File: src/rtl/core/periodic_task_dispatcher_assert.svh
// assertion macros for the periodic task dispatcher
`ifndef PERIODIC_TASK_DISPATCHER_ASSERT_SVH
`define PERIODIC_TASK_DISPATCHER_ASSERT_SVH
`ifndef SYNTHESIS
`define PTD_ASSERT(label, clk, rst_n, prop) \
  label: assert property (@(posedge clk) disable iff (!rst_n) (prop)) \
    else $error("assertion failed");
`define PTD_ASSERT_NEVER(label, clk, rst_n, prop) \
  label: assert property (@(posedge clk) disable iff (!rst_n) !(prop)) \
    else $error("assertion failed");
`else
`define PTD_ASSERT(label, clk, rst_n, prop)
`define PTD_ASSERT_NEVER(label, clk, rst_n, prop)
`endif
`endif

File: src/rtl/core/ptd_pkg.sv
// ----------------------------------------------------------------------------
// ptd_pkg
// shared codes and types of the periodic task dispatcher
// ----------------------------------------------------------------------------
package ptd_pkg;
  localparam logic [1:0] OP_ADD    = 2'd0;
  localparam logic [1:0] OP_POLL   = 2'd1;
  localparam logic [1:0] OP_REPORT = 2'd2;

  localparam logic [2:0] KIND_ADDED    = 3'd0;
  localparam logic [2:0] KIND_FULL     = 3'd1;
  localparam logic [2:0] KIND_RUN      = 3'd2;
  localparam logic [2:0] KIND_DONE     = 3'd3;
  localparam logic [2:0] KIND_REPORTED = 3'd4;
  localparam logic [2:0] KIND_IGNORED  = 3'd5;

  localparam logic [31:0] MAX32 = 32'hFFFF_FFFF;

  typedef struct packed {
    logic start;
    logic busy;
    logic done;
  } div_ctrl_t;
endpackage

File: src/rtl/core/ptd_divider.sv
// ----------------------------------------------------------------------------
// ptd_divider
// restoring divider, one quotient bit per cycle
// ----------------------------------------------------------------------------
`include "periodic_task_dispatcher_assert.svh"
module ptd_divider
  import ptd_pkg::*;
(
  input  logic        clk_i,
  input  logic        rst_ni,
  input  logic        start_i,
  input  logic [31:0] num_i,
  input  logic [31:0] den_i,
  output div_ctrl_t   ctrl_o,
  output logic [31:0] quot_o
);
  logic [31:0] rem_q, rem_d, quot_q, quot_d, den_q, den_d;
  logic [5:0]  cnt_q, cnt_d;
  logic        busy_q, busy_d, done_q, done_d;
  logic [32:0] trial;

  always_comb begin
    rem_d  = rem_q;
    quot_d = quot_q;
    den_d  = den_q;
    cnt_d  = cnt_q;
    busy_d = busy_q;
    done_d = 1'b0;
    trial  = {rem_q, quot_q[31]} - {1'b0, den_q};
    if (start_i) begin
      rem_d  = '0;
      quot_d = num_i;
      den_d  = den_i;
      cnt_d  = 6'd0;
      busy_d = 1'b1;
    end else if (busy_q) begin
      if (!trial[32]) begin
        rem_d = trial[31:0];
        quot_d = {quot_q[30:0], 1'b1};
      end else begin
        rem_d = {rem_q[30:0], quot_q[31]};
        quot_d = {quot_q[30:0], 1'b0};
      end
      cnt_d = cnt_q + 6'd1;
      if (cnt_q == 6'd31) begin
        busy_d = 1'b0;
        done_d = 1'b1;
      end
    end
  end

  always_ff @(posedge clk_i or negedge rst_ni) begin
    if (!rst_ni) begin
      busy_q <= 1'b0;
      done_q <= 1'b0;
      cnt_q  <= '0;
    end else begin
      busy_q <= busy_d;
      done_q <= done_d;
      cnt_q  <= cnt_d;
    end
  end

  always_ff @(posedge clk_i) begin
    rem_q  <= rem_d;
    quot_q <= quot_d;
    den_q  <= den_d;
  end

  assign ctrl_o.start = start_i;
  assign ctrl_o.busy  = busy_q;
  assign ctrl_o.done  = done_q;
  assign quot_o       = quot_q;

  `PTD_ASSERT(a_done_after_busy, clk_i, rst_ni, done_q |-> $past(busy_q))
  `PTD_ASSERT_NEVER(a_done_and_busy, clk_i, rst_ni, done_q && busy_q)
  `PTD_ASSERT(a_start_busy, clk_i, rst_ni, start_i |=> busy_q)
endmodule

File: src/rtl/core/periodic_task_dispatcher.sv
// ----------------------------------------------------------------------------
// periodic_task_dispatcher
// task table with add, poll and duration report, one item at a time
// ----------------------------------------------------------------------------
// add: result loaded in the ADD state; poll: remove pass over the tasks held,
// then visit pass over those left, one slot per cycle unless the output stalls;
// report: sum updated, then the bit-serial divider runs before the result
// throughput: one item at a time, next item accepted once the last result
// of the current one is taken
// reset: slot valid bits and task count cleared, task fields left unset
`include "periodic_task_dispatcher_assert.svh"
module periodic_task_dispatcher
  import ptd_pkg::*;
#(
  parameter int NUM_TASKS = 8
) (
  input  logic        clk_i,
  input  logic        rst_ni,
  input  logic        in_valid_i,
  output logic        in_stall_o,
  input  logic [1:0]  opcode_i,
  input  logic [31:0] now_ms_i,
  input  logic [30:0] delay_ms_i,
  input  logic [14:0] max_runs_i,
  input  logic [2:0]  slot_i,
  input  logic [31:0] duration_ms_i,
  output logic        out_valid_o,
  input  logic        out_stall_i,
  output logic [2:0]  kind_o,
  output logic [2:0]  task_slot_o,
  output logic [31:0] run_count_o,
  output logic [31:0] average_ms_o,
  output logic [3:0]  active_tasks_o,
  output logic        last_o
);
  localparam int IW = (NUM_TASKS > 1) ? $clog2(NUM_TASKS) : 1;
  localparam int CW = $clog2(NUM_TASKS + 1);

  typedef enum logic [2:0] {
    ST_IDLE, ST_ADD, ST_PURGE, ST_VISIT, ST_DIV, ST_OUT
  } state_e;

  state_e              state_q;
  logic [NUM_TASKS-1:0] valid_q;
  logic [IW-1:0]       order_q [NUM_TASKS];
  logic [CW-1:0]       count_q;
  logic [30:0]         period_q [NUM_TASKS];
  logic [14:0]         limit_q [NUM_TASKS];
  logic [31:0]         start_q [NUM_TASKS];
  logic [31:0]         runs_q [NUM_TASKS];
  logic [31:0]         total_q [NUM_TASKS];
  logic [31:0]         avg_q [NUM_TASKS];

  logic [1:0]  op_q;
  logic [31:0] now_q, dur_q;
  logic [30:0] delay_q;
  logic [14:0] maxr_q;
  logic [2:0]  rslot_q;
  logic [CW-1:0] idx_q, wr_q;
  logic        cont_q;

  logic        ovalid_q, olast_q;
  logic [2:0]  okind_q, oslot_q;
  logic [31:0] oruns_q, oavg_q;

  // free slot search
  logic [IW-1:0] free_s;
  logic          free_f;
  always_comb begin
    free_s = '0;
    free_f = 1'b0;
    for (int i = NUM_TASKS - 1; i >= 0; i--) begin
      if (!valid_q[i]) begin
        free_s = IW'(i);
        free_f = 1'b1;
      end
    end
  end

  logic [IW-1:0] cur_s;
  logic [IW-1:0] rs_idx;
  logic          rs_ok;
  logic [31:0]   elapsed, sum33_lo, new_runs;
  logic [32:0]   sum33;
  logic          is_due, is_dead;
  assign cur_s    = order_q[idx_q[IW-1:0]];
  assign elapsed  = now_q - start_q[cur_s];
  assign is_due   = (period_q[cur_s] == 31'd0) || (elapsed >= {1'b0, period_q[cur_s]});
  assign is_dead  = (limit_q[cur_s] != 15'd0) && (runs_q[cur_s] >= {17'd0, limit_q[cur_s]});
  assign new_runs = (runs_q[cur_s] == MAX32) ? MAX32 : runs_q[cur_s] + 32'd1;
  assign rs_idx   = rslot_q[IW-1:0];
  assign rs_ok    = ({29'd0, rslot_q} < 32'(NUM_TASKS)) && valid_q[rs_idx]
                    && (runs_q[rs_idx] != 32'd0);
  assign sum33    = {1'b0, total_q[rs_idx]} + {1'b0, dur_q};
  assign sum33_lo = sum33[32] ? MAX32 : sum33[31:0];

  div_ctrl_t   dctl;
  logic [31:0] quot;
  logic        div_start;
  assign div_start = (state_q == ST_IDLE) && in_valid_i && !in_stall_o && 1'b0;

  logic        dgo_q;
  ptd_divider u_div (
    .clk_i  (clk_i),
    .rst_ni (rst_ni),
    .start_i(dgo_q),
    .num_i  (total_q[rs_idx]),
    .den_i  (runs_q[rs_idx]),
    .ctrl_o (dctl),
    .quot_o (quot)
  );

  logic out_free;
  assign out_free   = !ovalid_q || !out_stall_i;
  assign in_stall_o = (state_q != ST_IDLE) || ovalid_q;

  // a new result item is loaded this cycle
  logic out_set;
  assign out_set = (state_q == ST_ADD)
                   || (state_q == ST_VISIT && out_free && (idx_q >= count_q || is_due))
                   || (state_q == ST_DIV && ((!cont_q && !rs_ok) || (cont_q && dctl.done)));

  always_ff @(posedge clk_i or negedge rst_ni) begin
    if (!rst_ni) begin
      state_q  <= ST_IDLE;
      valid_q  <= '0;
      count_q  <= '0;
      ovalid_q <= 1'b0;
      dgo_q    <= 1'b0;
      idx_q    <= '0;
      wr_q     <= '0;
      cont_q   <= 1'b0;
    end else begin
      if (dgo_q) dgo_q <= 1'b0;
      if (ovalid_q && !out_stall_i && !out_set) ovalid_q <= 1'b0;
      case (state_q)
        ST_IDLE: begin
          if (in_valid_i && !in_stall_o) begin
            case (opcode_i)
              OP_ADD:    state_q <= ST_ADD;
              OP_POLL: begin
                state_q <= ST_PURGE;
                idx_q   <= '0;
                wr_q    <= '0;
              end
              OP_REPORT: state_q <= ST_DIV;
              default:   state_q <= ST_IDLE;
            endcase
            cont_q <= 1'b0;
          end
        end
        ST_ADD: begin
          ovalid_q <= 1'b1;
          olast_q  <= 1'b1;
          oruns_q  <= '0;
          oavg_q   <= '0;
          if (!free_f || count_q >= CW'(NUM_TASKS)) begin
            okind_q <= KIND_FULL;
            oslot_q <= '0;
          end else begin
            okind_q <= KIND_ADDED;
            oslot_q <= 3'(free_s);
            valid_q[free_s] <= 1'b1;
            period_q[free_s] <= delay_q;
            limit_q[free_s]  <= maxr_q;
            start_q[free_s]  <= now_q;
            runs_q[free_s]   <= '0;
            total_q[free_s]  <= '0;
            avg_q[free_s]    <= '0;
            for (int i = NUM_TASKS - 1; i > 0; i--) order_q[i] <= order_q[i-1];
            order_q[0] <= free_s;
            count_q <= count_q + CW'(1);
          end
          state_q <= ST_IDLE;
        end
        ST_PURGE: begin
          if (idx_q >= count_q) begin
            count_q <= wr_q;
            idx_q   <= '0;
            state_q <= ST_VISIT;
          end else begin
            if (is_dead) valid_q[cur_s] <= 1'b0;
            else begin
              order_q[wr_q[IW-1:0]] <= cur_s;
              wr_q <= wr_q + CW'(1);
            end
            idx_q <= idx_q + CW'(1);
          end
        end
        ST_VISIT: begin
          if (out_free) begin
            if (idx_q >= count_q) begin
              ovalid_q <= 1'b1;
              okind_q  <= KIND_DONE;
              oslot_q  <= '0;
              oruns_q  <= '0;
              oavg_q   <= '0;
              olast_q  <= 1'b1;
              state_q  <= ST_IDLE;
            end else begin
              if (is_due) begin
                if (period_q[cur_s] != 31'd0) start_q[cur_s] <= now_q;
                runs_q[cur_s] <= new_runs;
                ovalid_q <= 1'b1;
                okind_q  <= KIND_RUN;
                oslot_q  <= 3'(cur_s);
                oruns_q  <= new_runs;
                oavg_q   <= avg_q[cur_s];
                olast_q  <= 1'b0;
              end
              idx_q <= idx_q + CW'(1);
            end
          end
        end
        ST_DIV: begin
          if (!cont_q) begin
            cont_q <= 1'b1;
            if (!rs_ok) begin
              ovalid_q <= 1'b1;
              okind_q  <= KIND_IGNORED;
              oslot_q  <= rslot_q;
              oruns_q  <= '0;
              oavg_q   <= '0;
              olast_q  <= 1'b1;
              state_q  <= ST_IDLE;
            end else begin
              total_q[rs_idx] <= sum33_lo;
              dgo_q <= 1'b1;
            end
          end else if (dctl.done) begin
            avg_q[rs_idx] <= quot;
            ovalid_q <= 1'b1;
            okind_q  <= KIND_REPORTED;
            oslot_q  <= rslot_q;
            oruns_q  <= runs_q[rs_idx];
            oavg_q   <= quot;
            olast_q  <= 1'b1;
            state_q  <= ST_IDLE;
          end
        end
        default: state_q <= ST_IDLE;
      endcase
    end
  end

  // payload registers
  always_ff @(posedge clk_i) begin
    if (state_q == ST_IDLE && in_valid_i && !in_stall_o) begin
      op_q    <= opcode_i;
      now_q   <= now_ms_i;
      delay_q <= delay_ms_i;
      maxr_q  <= max_runs_i;
      rslot_q <= slot_i;
      dur_q   <= duration_ms_i;
    end
  end

  assign out_valid_o    = ovalid_q;
  assign kind_o         = okind_q;
  assign task_slot_o    = oslot_q;
  assign run_count_o    = oruns_q;
  assign average_ms_o   = oavg_q;
  assign active_tasks_o = 4'(count_q);
  assign last_o         = olast_q;

  `PTD_ASSERT(a_count_range, clk_i, rst_ni, count_q <= CW'(NUM_TASKS))
  `PTD_ASSERT(a_count_valid, clk_i, rst_ni,
    (state_q == ST_IDLE) |-> ($countones(valid_q) == 32'(count_q)))
  `PTD_ASSERT_NEVER(a_no_accept_busy, clk_i, rst_ni,
    div_start || (dctl.busy && state_q != ST_DIV) || (op_q == 2'd3 && state_q == ST_ADD))
endmodule
File: config.mk
export PLATFORM = sky130hd
export DESIGN_NAME = periodic_task_dispatcher
export DESIGN_NICKNAME = d
export VERILOG_FILES = /design/src/rtl/core/ptd_pkg.sv /design/src/rtl/core/ptd_divider.sv /design/src/rtl/core/periodic_task_dispatcher.sv
export VERILOG_INCLUDE_DIRS = /design/src /design/src/rtl/core
export SDC_FILE = /design/constraint.sdc
export NUM_CORES = 2
export LEC_CHECK = 0
export ABC_CLOCK_PERIOD_IN_PS = 16710
export BUFFER_PORTS_ARGS = -buffer_cell sky130_fd_sc_hd__buf_2
export CAP_MARGIN = 40
export CORE_MARGIN = 2
export CORE_UTILIZATION = 50
export DETAILED_ROUTE_END_ITERATION = 16
export PLACE_DENSITY = 0.7
export SYNTH_ARGS = -nofsm -noshare
export SYNTH_HDL_FRONTEND = slang
export SYNTH_SLANG_ARGS = --single-unit
File: constraint.sdc
create_clock -name clk_i -period 16.71 [get_ports clk_i]
set_input_delay 3.342 -clock clk_i [delete_from_list [all_inputs] [get_ports clk_i]]
set_output_delay 3.342 -clock clk_i [all_outputs]
set_load 0.005 [all_outputs]
# Word-level counts from Yosys, hierarchy flattened
# Memories as Yosys holds them, arrays and structs flattened. A register that Yosys moved wholly into a read port is not among the register bits.
# Index checks and enable logic that the tools add are counted.
dict set report word_totals {
  mem_bits_rw 1416
  wordCells 282
  mem_count 7
  ff_bits 314
  input_bits 119
  output_inout_bits 77
}
dict set report op_classes {
  n_mux 150
  eq_ne 21
  magnitude_cmp 9
  n_addsub 8
  bitwise_logic 3
  n_reduce_logical 60
}
# memory depth width read_ports rd_ports_with_merged_regs write_ports line
set mem_list {}
lappend mem_list {avg_q 8 32 1 0 1 periodic_task_dispatcher.sv:52} ;# logic [31:0] avg_q [NUM_TASKS];
lappend mem_list {runs_q 8 32 2 1 1 periodic_task_dispatcher.sv:50} ;# logic [31:0] runs_q [NUM_TASKS];
lappend mem_list {start_q 8 32 1 0 1 periodic_task_dispatcher.sv:49} ;# logic [31:0] start_q [NUM_TASKS];
lappend mem_list {total_q 8 32 1 1 1 periodic_task_dispatcher.sv:51} ;# logic [31:0] total_q [NUM_TASKS];
lappend mem_list {period_q 8 31 1 0 1 periodic_task_dispatcher.sv:47} ;# logic [30:0] period_q [NUM_TASKS];
lappend mem_list {limit_q 8 15 1 0 1 periodic_task_dispatcher.sv:48} ;# logic [14:0] limit_q [NUM_TASKS];
lappend mem_list {{1 more memories} - - - - - -}
# op n
set op_table {}
lappend op_table {{32-bit two-way mux} 20}
lappend op_table {{32-bit one-hot mux with 3 select lines} 2}
lappend op_table {{32-bit OR reduction} 4}
lappend op_table {{3-bit two-way mux} 36}
lappend op_table {{1-bit two-way mux} 64}
lappend op_table {{4-bit two-way mux} 9}
lappend op_table {{32-bit by 32-bit adder with 33-bit output} 1}
lappend op_table {{33-bit by 32-bit subtractor with 33-bit output} 1}
lappend op_table {{32-bit by 1-bit adder with 32-bit output, second input constant} 1}
lappend op_table {{32-bit equality test, second input constant} 1}
lappend op_table {{32-bit by 15-bit >= comparator with 1-bit output} 1}
lappend op_table {{32-bit by 31-bit >= comparator with 1-bit output} 1}
lappend op_table {{32-bit nonzero test} 1}
lappend op_table {{32-bit subtractor} 1}
lappend op_table {{31-bit zero test} 1}
lappend op_table {{31-bit nonzero test} 1}
lappend op_table {{3-bit one-hot mux with 3 select lines} 3}
lappend op_table {{8-bit two-way mux} 3}
lappend op_table {{1-bit logical AND} 20}
lappend op_table {{2-bit != test, second input constant} 8}
lappend op_table {{4-bit one-hot mux with 2 select lines} 2}
lappend op_table {{8-bit one-hot mux with 2 select lines} 1}
lappend op_table {{15-bit nonzero test} 1}
lappend op_table {{4-bit by 1-bit adder with 4-bit output, second input constant} 3}
lappend op_table {{36 further kinds} 65}

# Logic depth before layout (Yosys ltp)
# An unclocked memory read counts as a cell.
dict set report logic_depth {
  depth_word 16
  mapped_depth 38
  ltp_nobuf 28
}

# Cells and area by module
# Synthesis repeated with hierarchy kept, for this count alone.
dict set report hier_totals {
  cells_unflattened 5212
  area_unflattened_um2 75804.0
}
# mod seq_area_each_um2 area_each_um2 cells_each instances
set modules_own_cells {}
lappend modules_own_cells {periodic_task_dispatcher 48756.8 69955.8 4682 1}
lappend modules_own_cells {ptd_divider 2762.6 5848.1 530 1}

# Worst setup path after synthesis
# Ideal clock, no wire load.
dict set report synth_timing {
  path_kind {register -> register}
  startpoint {register idx_q[0]}
  endpoint {register oavg_q[0], in the netlist average_ms_o[0] (enable)}
  setup_time_ns 0.606
  n_path_buf 10
  slack_ns 4.059
  stages_incl_launch_ff 35
  arrival_time_ns 12.046
  required_ns 16.104
  period_less_slack_ns 12.651
  cell_sequence {dfrtp_1 > buf_2 > nor2b_1 > a22o_1 > buf_2 > nor2_2 > buf_4 > buf_4 > buf_2 > clkbuf_1 > clkbuf_1 > buf_1 > clkbuf_1 > nand2_1 > a21oi_1 > a21oi_1 > o221a_2 > ha_1 > clkbuf_1 > a21o_1 > a21o_1 > a211o_1 > a21oi_1 > a31oi_1 > a21o_1 > o211a_1 > nor3_1 > o21bai_1 > a21oi_1 > xnor2_1 > ha_1 > nand3_1 > o41ai_1 > nor3_1 > a211oi_1}
}
dict set report synth_between {
  elab_chain_cells 7
  elab_cells_between_ends 10
  cone_classes {add/sub (1); order compare (2); eq/ne (1); reduce/logical (3); memory (3)}
}
# element line
set synth_rtl {}
lappend synth_rtl {{start: declaration} periodic_task_dispatcher.sv:59} ;# logic [CW-1:0] idx_q, wr_q;
lappend synth_rtl {{start signal: assignment} periodic_task_dispatcher.sv:187} ;# idx_q <= idx_q + CW'(1);
lappend synth_rtl {{start signal: assignment} periodic_task_dispatcher.sv:211} ;# idx_q <= idx_q + CW'(1);
lappend synth_rtl {{memory read 8 x 3 bit} -}
lappend synth_rtl {{memory read 8 x 32 bit} -}
lappend synth_rtl {{32-bit subtractor} periodic_task_dispatcher.sv:87} ;# assign elapsed = now_q - start_q[cur_s];
lappend synth_rtl {{32-bit by 31-bit >= comparator with 1-bit output} periodic_task_dispatcher.sv:88} ;# assign is_due = (period_q[cur_s] == 31'd0) || (elapsed >= {1'b0, period_q[cur_s]});
lappend synth_rtl {{1-bit logical OR} periodic_task_dispatcher.sv:88}
lappend synth_rtl {{3-bit by 2-bit != test with 1-bit output (no line) (*)} -}
lappend synth_rtl {{6-bit AND reduction (no line) (*)} -}
lappend synth_rtl {{end signal: assignment} periodic_task_dispatcher.sv:208} ;# oavg_q <= avg_q[cur_s];
lappend synth_rtl {{end signal: assignment} periodic_task_dispatcher.sv:236} ;# oavg_q <= quot;
lappend synth_rtl {{end: declaration} periodic_task_dispatcher.sv:64} ;# logic [31:0] oruns_q, oavg_q;
# Mark *: on every way between the ends. The rest lies on a longest branch, timed or not.
# A chain may end at the register's enable or synchronous reset.

# Worst setup path in the final report
dict set report layout_timing {
  startpoint {register idx_q[1]}
  endpoint {memory runs_q[5][25] (enable)}
}
dict set report layout_between {
  elab_chain_cells 13
  elab_cells_between_ends 17
  cone_classes {add/sub (1); order compare (2); mux (7); reduce/logical (4); memory (3)}
}
# element line
set layout_rtl {}
lappend layout_rtl {{memory read 8 x 3 bit} -}
lappend layout_rtl {{memory read 8 x 32 bit} -}
lappend layout_rtl {{32-bit subtractor} periodic_task_dispatcher.sv:87}
lappend layout_rtl {{32-bit by 31-bit >= comparator with 1-bit output} periodic_task_dispatcher.sv:88}
lappend layout_rtl {{1-bit logical OR} periodic_task_dispatcher.sv:88}
lappend layout_rtl {{1-bit two-way mux} periodic_task_dispatcher.sv:201} ;# if (is_due) begin
lappend layout_rtl {{1-bit two-way mux} periodic_task_dispatcher.sv:192} ;# if (idx_q >= count_q) begin
lappend layout_rtl {{1-bit two-way mux} periodic_task_dispatcher.sv:191} ;# if (out_free) begin
lappend layout_rtl {{1-bit two-way mux} periodic_task_dispatcher.sv:136} ;# case (state_q)
lappend layout_rtl {{1-bit logical AND (not written as such)} periodic_task_dispatcher.sv:203} ;# runs_q[cur_s] <= new_runs;
lappend layout_rtl {{1-bit two-way mux (not written as such)} periodic_task_dispatcher.sv:203}
lappend layout_rtl {{32-bit OR reduction (no line)} -}
lappend layout_rtl {{3-bit two-way mux (no line) / 1-bit two-way mux (equally long branches)} -}
lappend layout_rtl {{end: declaration} periodic_task_dispatcher.sv:50}
# Parallel ways exist; a longest one is shown, timed or not.

==> reports/metrics.cfg <==
[outcome]
status = finished clean

[routing]
vias_per_cell = 6.404
routedWlPerCell_um = 27.77
wl_met2_mm = 99.27
drcViolationCount = 0
wl_mm = 212.2
wl_met3_mm = 22.59
drtAntennaViolNets = 0
vias = 48928
dr.pass1.iters = 10
top_layer = met5
drt-initial-drc-count = 6274
drt-met1-wl_mm = 81.86

[global_routing]
grt_first_pass_wirelength_mm = 309.2
grt_start_max_net_pins = 137
grt_pass1_vias = 47134
grt_overflow_total = 0
grt_usage_pct = 27.36
antenna_found_initial = 7

[yosys]
yosys.area_share.simple_pct = 8.344
synth_edf_count = 1664
synth.mux.area_fraction_pct = 6.642
synth_xor_area_share_pct = 1.258
yosysTopAreaCellShare_pct = 66.45
synth_area_um2 = 75200
avgSynthCellArea_um2 = 14.31
synth-async-reset-ratio_pct = 1.962
yosys_warnings = 0
synth_top_family_by_area = compound AO/OA/AOI/OAI gates
synth_nets = 5527
ys_seq_elements = 1733
yosys-top-cells-area = edfxtp_1, mux4_2, nand2_1
synthCells = 5254
synthTopCellsByCount = edfxtp_1, nand2_1, nor2_1
synth_cell_type_count = 92
post-synth-top-count-cell = edfxtp_1
synth_flop_cell = edfxtp_1
synth_compound_area_share_pct = 10.62
synth_adder_area_share_pct = 2.592
yosysSeqAreaShare_pct = 68.51
yosysTopAreaCell = edfxtp_1

[floorplanning]
die_h_um = 391.8
rows = 142
pin_count = 196
dieArea_um2 = 153500
die_w_um = 391.8
core_area_um2 = 149600
start_util_pct = 50.27

[placed_design]
hpwl_mm = 131.3
place_area_um2 = 79260
dp.cells = 7313
io_buffers = 195
place_congestion = 0.9275

[power]
clkPwrFrac_pct = 28.0
max-vdd-ir-drop_mv = 0.09817
comb_power_share_pct = 33.4
p_per_area_nw_per_um2 = 167.6
internal_power_mw = 9.183
seqPwrFrac_pct = 38.6
p_sw_share_pct = 35.70
leakagePower_nw = 29.10
p_sw_mw = 5.098

[setup_path]
worstPathRequired_ns = 17.19
cp_max_fo = 136
critPathKind = flop to flop
crit_path_start_kind = flop
slowest_delay_ns = 0.72
worst-r2r-setup-slack_ns = 6.94
reg2reg_depth = 29
r2r-end = runs_q[5][25]
arrival_ns = 10.25
rr_startpoint = idx_q[1]
crit_slowest_cell = o21ai_4
end_kind = flop
crit_top_cell = buf_4

[cts]
cts_root_buf = clkbuf_16
cts_setup_buffers = 0
cts_sinks = 1733
ctsHoldBuffers = 0
cts_tree = yes
clk_pin_slew_worst_paths_ns = 0.06
htreeDepth = 4
cts_buffer_depth = 3
cts_resized = 0
numCtsBuffers = 175
worstSkewPairLatency_ns = 0.84

[sta]
fin_setup_tns_ns = 0
fin_crit_ns = 9.773
hold_viol_final = 0
max_freq_mhz = 102.3
drv_slew = 0
tightest_slew_ns = 1.024
whs_ns = 0.4859
rsz0062_at_grt = no
setup_viol = 0
slew-limit-headroom_pct = 31.70
clock_skew_ns = 0.04864
timing.final.crit_share_pct = 58.48

[min_path]
worstHoldStart = u_div.rem_q[11]
min_to = u_div.rem_q[12]
hp-class = flop to flop
hold_depth = 2

[cells_and_area]
drive_gt1_share_pct = 16.65
finalNonFillerCells = 7640
fin_nets = 5747
final_area_um2 = 85190
area_delta_synth_final_pct = 13.28
nFillCells = 11656

[job]
drv_cap = 0

-- sequential cells by signal, summed over array words and instances, names as in the netlist, 4 cells and up, named ones only --
register	cells
avg_q	256
runs_q	256
start_q	256
total_q	256
period_q	248
limit_q	120
average_ms_o	32
dur_q	32
now_q	32
run_count_o	32
u_div.den_q	32
u_div.quot_o	32
u_div.rem_q	32
delay_q	31
order_q	24
maxr_q	15
valid_q	8
u_div.cnt_q	6
active_tasks_o	4
idx_q	4
wr_q	4
-- how the worst max path moves through the flow --
stage / slack (ns) / to / start / cells past startpoint
2_1_floorplan: 4.06 / average_ms_o[0] / idx_q[0] / 34
3_3_place_gp: 7.19 / runs_q[5][12] / idx_q[1] / 29
3_5_place_dp: 7.04 / runs_q[5][9] / idx_q[1] / 29
4_1_cts: 7.01 / runs_q[5][25] / idx_q[1] / 29
5_1_grt: 6.51 / runs_q[5][25] / idx_q[1] / 29
6_report: 6.94 / runs_q[5][25] / idx_q[1] / 29
-- per-layer routing --
| metal | up-vias | global-route usage [%] |
|---|---|---|
| met1 | 24466 | 37.52 |
| met2 | 2975 | 43.25 |
| met3 | 486 | 5.403 |
| met4 | 2 | 10.71 |
| li1 | 20999 | - |
| met5 | - | 0 |
-- placed cells by master (no fill, tap or decap), types with 61 or more instances in the layout --
cell       count
a21o_1        73
edfxtp_1    1664
mux2i_1       68
clkbuf_16    175
nand2_1      575
nand3_1      101
buf_2        195
and3_1        76
a21oi_1      210
mux2_2       106
ha_1         151
inv_1         92
a22oi_1      101
mux4_2       135
xnor2_1       61
o22ai_1       75
o21ai_0      220
buf_4        119
a31oi_1       62
a211oi_1      67
nor2_1       337
-- power by group through the flow --
| stage | Sequential [mW] | Combinational, mW | Clock, mW |
|---|---|---|---|
| 6_report | 5.51 | 4.77 | 4.00 |
| 5_1_grt | 5.54 | 5.13 | 4.21 |
| 2_1_floorplan | 5.43 | 3.11 | 0 |
| 3_3_place_gp | 5.60 | 4.54 | 0 |
| 3_5_place_dp | 5.59 | 4.67 | 0 |
| 4_1_cts | 5.51 | 4.70 | 4.04 |
-- layout make-up --
| cell class | count | area [um2] | share of cell area (%) |
|---|---|---|---|
| inverters | 101 | 384.1 | 0.4509 |
| flip-flops and latches | 1733 | 51530 | 60.49 |
| multi-input cells | 3138 | 22710 | 26.66 |
| diodes | 4 | 10.01 | 0.01175 |
| clock inverters | 108 | 1370 | 1.608 |
| well taps | 2016 | 2522 | 2.961 |
| clock buffers | 215 | 4549 | 5.340 |
| repair buffers | 325 | 2106 | 2.472 |
-- critical path: cells and delay by family, from the launching register on --
family | cells | cell delay, ns
adders and majority gates | 2 | 0.70
DFF | 1 | 0.69
buffers and inverters | 6 | 2.56
AOI/OAI and AO/OA | 14 | 3.58
and+or+nand+nor | 5 | 1.36
xor gates and xnor gates | 1 | 0.10
muxes | 1 | 0.22
-- through the flow --
stage | utilization [%] | total power, mW | worst slack (ns)
final | 56.95 | 14.28 | 6.937
after global placement | 52.87 | 10.14 | 7.190
after detailed placement | 52.98 | 10.26 | 7.045
after floorplan | - | 8.545 | 4.059
after CTS | 56.94 | 14.25 | 7.012
after global routing | 56.94 | 14.88 | 6.513
-- logic make-up after synthesis --
logic type / count (synthesis)
flip-flops: 1733
AND/OR/NAND/NOR: 1379
AO/OA/AOI/OAI: 1181
buffers and inverters: 383
multiplexers: 316
adder cells (fa/ha/maj): 154
XOR/XNOR: 108
Note: power is estimated with default switching activity, not from simulation.
